## src/design/mvsi_pkg.sv

```systemverilog
`timescale 1ns / 1ps
// ----------------------------------------------------------------------------
// Motor valve safety interlock package
// Command codes, safety state codes, register indexes and reset values.
// ----------------------------------------------------------------------------
package mvsi_pkg;

  typedef enum logic [1:0] {
    OP_EVALUATE    = 2'd0,
    OP_CLEAR_FAULT = 2'd1,
    OP_RESET_CYCLE = 2'd2,
    OP_RESERVED    = 2'd3
  } op_e;

  typedef enum logic [2:0] {
    ST_NORMAL      = 3'd0,
    ST_FAULT       = 3'd1,
    ST_OC_LOCKED   = 3'd2,
    ST_OC          = 3'd3,
    ST_TIMEOUT     = 3'd4,
    ST_LOW_BATT    = 3'd5,
    ST_CUT_PENDING = 3'd6
  } safety_state_e;

  typedef enum logic [1:0] {
    REG_CRITICAL_VOLTAGE = 2'd0,
    REG_OVERCURRENT_TRIP = 2'd1,
    REG_MAX_RUNTIME      = 2'd2,
    REG_UNUSED           = 2'd3
  } reg_index_e;

  localparam logic [15:0] CRITICAL_VOLTAGE_RESET = 16'd10500;
  localparam logic [15:0] OVERCURRENT_TRIP_RESET = 16'd2000;
  localparam logic [31:0] MAX_RUNTIME_RESET      = 32'd30000;

  typedef struct packed {
    logic [1:0]  operation;
    logic [31:0] now_ms;
    logic        motor_on;
    logic        voltage_ok;
    logic        voltage_lockout;
    logic [15:0] bus_voltage_mv;
    logic        overcurrent_flag;
    logic        overcurrent_lockout;
    logic        current_ok;
    logic [15:0] motor_current_ma;
    logic        bypass_request;
    logic        bypass_ack;
  } in_item_t;

  typedef struct packed {
    safety_state_e safety_state;
    logic          stop_request;
    logic          close_request;
    logic          start_allowed;
    logic          run_allowed;
    logic          bypass_needed;
    logic          fault_flag;
    logic          latched_now;
    logic [31:0]   runtime_ms;
  } result_t;

endpackage

```

## src/design/motor_valve_safety_interlock.sv

```systemverilog
`timescale 1ns / 1ps
// ----------------------------------------------------------------------------
// Motor valve safety interlock
// Evaluates voltage, current and runtime against a fixed priority and issues
// stop/close/start/run permissions, keeping a fault latch and run timer.
// ----------------------------------------------------------------------------
// The block takes one request per clock cycle while in_stall_o is low and
// returns exactly one result per request: the request is captured in an
// input register, evaluated by one short pass of priority logic (one 32-bit
// wrapping subtraction for the runtime and a few compares), and the result
// lands in an output register. Interlock state (fault latch, safety mode, run
// start time, timing flag) updates in the same cycle the request moves into
// the output register, so the next request sees it immediately. A stall on
// the output holds the output register and any request waiting in the input
// register, raising in_stall_o in the same cycle. Registers are written
// through cfg_we_i / cfg_index_i / cfg_data_i and must only change while no
// request is in flight; an index beyond the three registers is ignored.
// ----------------------------------------------------------------------------
module motor_valve_safety_interlock (
  input  logic        clk_i,
  input  logic        rst_ni,
  // configuration
  input  logic        cfg_we_i,
  input  logic [1:0]  cfg_index_i,
  input  logic [31:0] cfg_data_i,
  // request channel
  input  logic        in_valid_i,
  output logic        in_stall_o,
  input  logic [1:0]  operation_i,
  input  logic [31:0] now_ms_i,
  input  logic        motor_on_i,
  input  logic        voltage_ok_i,
  input  logic        voltage_lockout_i,
  input  logic [15:0] bus_voltage_mv_i,
  input  logic        overcurrent_flag_i,
  input  logic        overcurrent_lockout_i,
  input  logic        current_ok_i,
  input  logic [15:0] motor_current_ma_i,
  input  logic        bypass_request_i,
  input  logic        bypass_ack_i,
  // result channel
  output logic        out_valid_o,
  input  logic        out_stall_i,
  output logic [2:0]  safety_state_o,
  output logic        stop_request_o,
  output logic        close_request_o,
  output logic        start_allowed_o,
  output logic        run_allowed_o,
  output logic        bypass_needed_o,
  output logic        fault_flag_o,
  output logic        latched_now_o,
  output logic [31:0] runtime_ms_o
);

  // Configuration registers
  logic [15:0] crit_mv_q;
  logic [15:0] oc_trip_q;
  logic [31:0] max_rt_q;

  // Interlock state
  logic                   fault_latch_q, fault_latch_d;
  mvsi_pkg::safety_state_e mode_q, mode_d;
  logic [31:0]            run_start_q, run_start_d;
  logic                   timing_active_q, timing_active_d;

  // Pipeline registers
  logic                 s1_valid_q;
  mvsi_pkg::in_item_t   s1_q;
  logic                 out_valid_q;
  mvsi_pkg::result_t    res_q, res_d;

  logic s1_adv;
  logic in_take;

  // Output register frees up when empty or drained this cycle; the input
  // register advances into it then.
  assign s1_adv     = s1_valid_q && (!out_valid_q || !out_stall_i);
  assign in_stall_o = s1_valid_q && !s1_adv;
  assign in_take    = in_valid_i && !in_stall_o;

  // --------------------------------------------------------------------------
  // Configuration write port
  // --------------------------------------------------------------------------
  always_ff @(posedge clk_i or negedge rst_ni) begin
    if (!rst_ni) begin
      crit_mv_q <= mvsi_pkg::CRITICAL_VOLTAGE_RESET;
      oc_trip_q <= mvsi_pkg::OVERCURRENT_TRIP_RESET;
      max_rt_q  <= mvsi_pkg::MAX_RUNTIME_RESET;
    end else if (cfg_we_i) begin
      unique case (mvsi_pkg::reg_index_e'(cfg_index_i))
        mvsi_pkg::REG_CRITICAL_VOLTAGE: crit_mv_q <= cfg_data_i[15:0];
        mvsi_pkg::REG_OVERCURRENT_TRIP: oc_trip_q <= cfg_data_i[15:0];
        mvsi_pkg::REG_MAX_RUNTIME:      max_rt_q  <= cfg_data_i;
        default: ;
      endcase
    end
  end

  // --------------------------------------------------------------------------
  // Input register
  // --------------------------------------------------------------------------
  always_ff @(posedge clk_i or negedge rst_ni) begin
    if (!rst_ni) begin
      s1_valid_q <= 1'b0;
    end else if (in_take) begin
      s1_valid_q <= 1'b1;
    end else if (s1_adv) begin
      s1_valid_q <= 1'b0;
    end
  end

  always_ff @(posedge clk_i) begin
    if (in_take) begin
      s1_q.operation           <= operation_i;
      s1_q.now_ms              <= now_ms_i;
      s1_q.motor_on            <= motor_on_i;
      s1_q.voltage_ok          <= voltage_ok_i;
      s1_q.voltage_lockout     <= voltage_lockout_i;
      s1_q.bus_voltage_mv      <= bus_voltage_mv_i;
      s1_q.overcurrent_flag    <= overcurrent_flag_i;
      s1_q.overcurrent_lockout <= overcurrent_lockout_i;
      s1_q.current_ok          <= current_ok_i;
      s1_q.motor_current_ma    <= motor_current_ma_i;
      s1_q.bypass_request      <= bypass_request_i;
      s1_q.bypass_ack          <= bypass_ack_i;
    end
  end

  // --------------------------------------------------------------------------
  // Evaluation pass
  // --------------------------------------------------------------------------
  logic [31:0] runtime;
  logic        running;

  assign running = s1_q.motor_on;
  // A run that starts on this request reports zero elapsed time.
  assign runtime = timing_active_q ? (s1_q.now_ms - run_start_q) : 32'd0;

  always_comb begin
    fault_latch_d   = fault_latch_q;
    mode_d          = mode_q;
    run_start_d     = run_start_q;
    timing_active_d = timing_active_q;
    res_d           = '0;

    unique case (mvsi_pkg::op_e'(s1_q.operation))
      mvsi_pkg::OP_CLEAR_FAULT: begin
        fault_latch_d   = 1'b0;
        mode_d          = mvsi_pkg::ST_NORMAL;
        run_start_d     = '0;
        timing_active_d = 1'b0;
      end
      mvsi_pkg::OP_RESET_CYCLE: begin
        run_start_d     = '0;
        timing_active_d = 1'b0;
        if (!fault_latch_q) begin
          mode_d = mvsi_pkg::ST_NORMAL;
        end
      end
      mvsi_pkg::OP_EVALUATE: begin
        if (fault_latch_q) begin
          // Latched fault: hold timing, report fault and request a stop if running.
          mode_d             = mvsi_pkg::ST_FAULT;
          res_d.stop_request = running;
          res_d.fault_flag   = 1'b1;
        end else begin
          // Advance or drop the run timer.
          if (running) begin
            if (!timing_active_q) begin
              run_start_d     = s1_q.now_ms;
              timing_active_d = 1'b1;
            end
            res_d.runtime_ms = runtime;
          end else begin
            run_start_d     = '0;
            timing_active_d = 1'b0;
          end

          priority if (!s1_q.voltage_ok) begin
            fault_latch_d      = 1'b1;
            mode_d             = mvsi_pkg::ST_FAULT;
            res_d.stop_request = running;
            res_d.fault_flag   = 1'b1;
          end else if (s1_q.voltage_lockout || (s1_q.bus_voltage_mv < crit_mv_q)) begin
            fault_latch_d       = 1'b1;
            mode_d              = mvsi_pkg::ST_FAULT;
            res_d.stop_request  = running;
            res_d.close_request = running;
            res_d.fault_flag    = 1'b1;
          end else if (s1_q.overcurrent_lockout || (s1_q.overcurrent_flag && running)) begin
            if (s1_q.overcurrent_lockout) begin
              mode_d        = mvsi_pkg::ST_OC_LOCKED;
              fault_latch_d = 1'b1;
            end else begin
              mode_d = mvsi_pkg::ST_OC;
            end
            res_d.stop_request = 1'b1;
            res_d.fault_flag   = s1_q.overcurrent_lockout;
          end else if (running && s1_q.current_ok &&
                       (s1_q.motor_current_ma >= oc_trip_q)) begin
            mode_d             = mvsi_pkg::ST_OC;
            res_d.stop_request = 1'b1;
          end else if (running && (runtime >= max_rt_q)) begin
            // Runtime is zero on the request that starts a run, since timing is not yet active.
            fault_latch_d       = 1'b1;
            mode_d              = mvsi_pkg::ST_TIMEOUT;
            res_d.stop_request  = 1'b1;
            res_d.close_request = 1'b1;
            res_d.fault_flag    = 1'b1;
          end else if (s1_q.bypass_request) begin
            res_d.bypass_needed = 1'b1;
            mode_d              = s1_q.bypass_ack ? mvsi_pkg::ST_LOW_BATT
                                                  : mvsi_pkg::ST_CUT_PENDING;
            res_d.run_allowed   = 1'b1;
          end else begin
            mode_d              = mvsi_pkg::ST_NORMAL;
            res_d.start_allowed = 1'b1;
            res_d.run_allowed   = 1'b1;
          end
        end
      end
      default: ;  // reserved code: no change
    endcase

    res_d.safety_state = mode_d;
    res_d.latched_now  = fault_latch_d;
  end

  // --------------------------------------------------------------------------
  // State and result registers
  // --------------------------------------------------------------------------
  always_ff @(posedge clk_i or negedge rst_ni) begin
    if (!rst_ni) begin
      fault_latch_q   <= 1'b0;
      mode_q          <= mvsi_pkg::ST_NORMAL;
      run_start_q     <= '0;
      timing_active_q <= 1'b0;
    end else if (s1_adv) begin
      fault_latch_q   <= fault_latch_d;
      mode_q          <= mode_d;
      run_start_q     <= run_start_d;
      timing_active_q <= timing_active_d;
    end
  end

  always_ff @(posedge clk_i or negedge rst_ni) begin
    if (!rst_ni) begin
      out_valid_q <= 1'b0;
    end else if (s1_adv) begin
      out_valid_q <= 1'b1;
    end else if (!out_stall_i) begin
      out_valid_q <= 1'b0;
    end
  end

  always_ff @(posedge clk_i) begin
    if (s1_adv) begin
      res_q <= res_d;
    end
  end

  assign out_valid_o     = out_valid_q;
  assign safety_state_o  = res_q.safety_state;
  assign stop_request_o  = res_q.stop_request;
  assign close_request_o = res_q.close_request;
  assign start_allowed_o = res_q.start_allowed;
  assign run_allowed_o   = res_q.run_allowed;
  assign bypass_needed_o = res_q.bypass_needed;
  assign fault_flag_o    = res_q.fault_flag;
  assign latched_now_o   = res_q.latched_now;
  assign runtime_ms_o    = res_q.runtime_ms;

`ifndef NO_ASSERTIONS
  // A reported fault always leaves the latch set.
  a_fault_latches: assert property (@(posedge clk_i) disable iff (!rst_ni)
    out_valid_o && fault_flag_o |-> latched_now_o)
    else $error("fault reported without latch");

  // Start permission and stop request are mutually exclusive.
  a_start_vs_stop: assert property (@(posedge clk_i) disable iff (!rst_ni)
    out_valid_o |-> !(start_allowed_o && stop_request_o))
    else $error("start allowed while stop requested");

  // Bypass keeps the motor running.
  a_bypass_runs: assert property (@(posedge clk_i) disable iff (!rst_ni)
    out_valid_o && bypass_needed_o |-> run_allowed_o && !stop_request_o)
    else $error("bypass without run permission");

  // Only a clear-fault request drops the latch.
  a_latch_sticky: assert property (@(posedge clk_i) disable iff (!rst_ni)
    fault_latch_q && !(s1_adv && (s1_q.operation == mvsi_pkg::OP_CLEAR_FAULT))
    |=> fault_latch_q)
    else $error("fault latch dropped without clear");

  // Input register never overwritten while it holds an unmoved request.
  a_no_overwrite: assert property (@(posedge clk_i) disable iff (!rst_ni)
    s1_valid_q && !s1_adv |=> s1_valid_q && $stable(s1_q))
    else $error("input register lost a request");
`endif

endmodule
```

## config.mk

```make
export PLATFORM = sky130hd
export DESIGN_NAME = motor_valve_safety_interlock
export DESIGN_NICKNAME = d
export VERILOG_FILES = /design/src/design/mvsi_pkg.sv /design/src/design/motor_valve_safety_interlock.sv
export SDC_FILE = /design/constraint.sdc
export NUM_CORES = 1
export LEC_CHECK = 0
export ABC_AREA = 1
export CORE_MARGIN = 3
export CORE_UTILIZATION = 45
export DETAILED_ROUTE_END_ITERATION = 6
export DONT_BUFFER_PORTS = 1
export GPL_TIMING_DRIVEN = 0
export PLACE_DENSITY = 0.6
export SYNTH_ARGS = -nofsm -noshare
export SYNTH_HDL_FRONTEND = slang
export SYNTH_SLANG_ARGS = --single-unit
```

## constraint.sdc

```tcl
create_clock -name clk_i -period 4.8 [get_ports clk_i]
set_clock_uncertainty 0.1 [all_clocks]
set_input_delay 0.48 -clock clk_i [delete_from_list [all_inputs] [get_ports clk_i]]
set_output_delay 0.48 -clock clk_i [all_outputs]
set_load 0.1 [all_outputs]
```

==> flow_metrics.env <==
export IMPL_cts_sinks=219
export IMPL_first_pass_iters=5
export IMPL_cpMaxStageDelayCell="edfxtp_1"
export IMPL_die_x_um=165
export IMPL_slew_viol_final=0
export IMPL_die_y_um=165
export IMPL_fill_cells=2214
export IMPL_synthXorXnorAreaFrac_pct=0.0766
export IMPL_vias=8598
export IMPL_grt_max_degree=104
export IMPL_io_pins=157
export IMPL_synth_compound_area_share_pct=11.9
export IMPL_setup_viol=0
export IMPL_pwr_density_cell_nw_per_um2=410
export IMPL_cap_violations=0
export IMPL_cp_common_cell="nand2_1"
export IMPL_synth_fp_nets=1433
export IMPL_cts_path_max_buffers=3
export IMPL_clk_latency_ns=0.54
export IMPL_grt_setup_unrepaired="false"
export IMPL_ys_seq_area_share_pct=53.2
export IMPL_post_route_drc_count=0
export IMPL_syn_inst=1225
export IMPL_finalHoldViolations=0
export IMPL_synthAdderAreaFrac_pct=10.5
export IMPL_p_leak_nw=6.11
export IMPL_antenna_found_initial=1
export IMPL_seq_area_um2=6080
export IMPL_crit_fanout=3
export IMPL_layout_commonest_cell="nand2_1"
export IMPL_ys_warn_count=0
export IMPL_syn_to_final_growth_pct=18.6
export IMPL_power_total_mw=5.56
export IMPL_gp_congestion=0.879
export IMPL_hold_path_class="in2reg"
export IMPL_dpl_hpwl_um=20900
export IMPL_worst_path_largest_cell_delay_ns=0.43
export IMPL_tns_ns=0
export IMPL_avgSynthCellArea_um2=9.33
export IMPL_grt_pass1_wl_um=44600
export IMPL_ys_types=50
export IMPL_final_antenna_net_count=0
export IMPL_final_cell_mix="241 x nand2_1, 186 x inv_1, 116 x edfxtp_1, 112 x nor2_1, 94 x ha_1"
export IMPL_fin_nets=1549
export IMPL_track_usage_pct=20.8
export IMPL_num_rows=57
export IMPL_core_area_um2=24600
export IMPL_outcome="finished, final reports clean"
export IMPL_cts_tree="yes"
export IMPL_overflow=0
export IMPL_path_clk_slew_ns=0.06
export IMPL_numCtsBuffers=25
export IMPL_viasPerCell=5.10
export IMPL_fin_cells=1685
export IMPL_muxShareOfSynthArea_pct=0
export IMPL_endpoint_kind="flip-flop"
export IMPL_routedWlPerCell_um=16.9
export IMPL_cp_data_required_time_ns=5.16
export IMPL_synth_edff_count=116
export IMPL_initial_core_util_pct=46.5
export IMPL_port_buffers=0
export IMPL_slew_headroom_pct=35.0
export IMPL_multiInputGateArea_um2=4510
export IMPL_fmaxAchievable_mhz=235
export IMPL_utilization_pct=55.1
export IMPL_cts_htree_levels=1
export IMPL_ys_async_sr_fraction_pct=47.0
export IMPL_ys_flop_type="edfxtp_1"
export IMPL_wl_um=28500
export IMPL_grt_pass1_vias=8658
export IMPL_synth_seq_cells=219
export IMPL_cts_resized=0
export IMPL_critPathKind="reg2reg"
export IMPL_cts_root_buf="clkbuf_16"
export IMPL_finalCritPeriodShare_pct=88.6
export IMPL_drtIter0Drc=581
export IMPL_startpoint_type="flip-flop"
export IMPL_synthSimpleGateAreaFrac_pct=17.0
export IMPL_die_area_um2=27300
export IMPL_holdWs_ns=0.0209
export IMPL_irDropWorstVdd_v=0.000291
export IMPL_arrival_ns=4.61
export IMPL_synth_top_family_by_area="simple AND/OR/NAND/NOR gates"
export IMPL_final_min_clock_period_ns=4.25
export IMPL_place_inst=1552
export IMPL_drive_above_1_share_pct=7.94
export IMPL_syn_cell_area_um2=11400
export IMPL_tightest_slew_ns=0.977
==> report_power, final <==
| part | leakage, nW | switching (mW) | internal [mW] |
|---|---|---|---|
| Sequential | 2.40 | 0.353 | 2.23 |
| Clock | 0.376 | 0.762 | 1.02 |
| Combinational | 3.34 | 0.773 | 0.428 |
==> path summary, 6_finish.rpt <==
check | startpoint | end | slack [ns] | cells past startpoint
setup / recovery | s1_q[40] | fault_latch_q | 0.55 | 28
hold / removal | cfg_data_i[8] | max_rt_q[8] | 0.02 | 2
setup reg to reg | s1_q[40] | fault_latch_q | 0.55 | 28
hold reg to reg | max_rt_q[9] | max_rt_q[9] | 0.38 | 2
max in group asynchronous | rst_ni | timing_active_q | 3.71 | 2
min in group asynchronous | rst_ni | run_start_q[6] | 0.44 | 2
==> kinds of logic after synthesis <==
logic type	count (synthesis)
and+or+nand+nor	453
DFF	219
xor gates and xnor gates	1
buffers and inverters	222
adders and majority gates	95
AOI/OAI and AO/OA	235
==> per-stage QoR <==
stage	setup slack, ns	area [um^2]
final	0.549	13600
after global routing	0.245	13600
after CTS	0.509	13500
after detailed placement	0.518	11900
after global placement	-0.0907	11800
after floorplan	0.555	11400
==> cell type report <==
cell class | count | share of cell area, %
timing repair buffer | 89 | 6.99
sequential | 219 | 44.9
tap | 324 | 2.99
antenna | 1 | 0.0185
inverter | 193 | 5.36
buffer | 29 | 0.867
clock inverter | 11 | 0.544
clock buffer | 35 | 5.12
multi-input combinational | 784 | 33.3
==> per-layer routing <==
metal | vias up | wire, um | track usage (%)
met2 | 202 | 13300 | 34.4
met4 | 0 | 704 | 5.37
met1 | 4005 | 13200 | 28.7
met3 | 38 | 1280 | 3.29
li1 | 4353 | - | -
met5 | - | 0 | 0
==> worst max-delay path: cells and delay by family, from the launching register on <==
family / cells / cell delay (ns)
compound gates: 6 / 1.08
fa+ha+maj: 3 / 0.81
buf+inv: 3 / 0.27
flops: 1 / 0.43
simple gates: 16 / 1.49
==> state kept, by name, summed over array words and instances (netlist names), 3 cells and up <==
name / cells
mode_q: 3
max_rt_q: 32
oc_trip_q: 16
safety_state_o: 3
runtime_ms_o: 32
crit_mv_q: 16
run_start_q: 32
s1_q: 73
==> timing repair <==
item                                   4_1_cts  5_1_grt
hold buffers                                85        0
endpoints found under the hold margin      186        0
buffers inserted                             0        0
==> Yosys cell counts, types with 9 or more instances <==
cell type / number / area (um^2)
nand2_1: 241 / 905
inv_1: 187 / 702
edfxtp_1: 116 / 3480
nor2_1: 113 / 424
ha_1: 94 / 1180
dfrtp_1: 86 / 2150
a21oi_1: 78 / 390
o21ai_0: 76 / 380
o22ai_1: 31 / 194
nor3_1: 28 / 140
nand3_1: 22 / 110
clkbuf_1: 20 / 75.1
nor4_1: 19 / 119
dfstp_2: 17 / 447
a21oi_2: 10 / 87.6
a21o_1: 9 / 67.6
(Power assumes the default switching activity.)
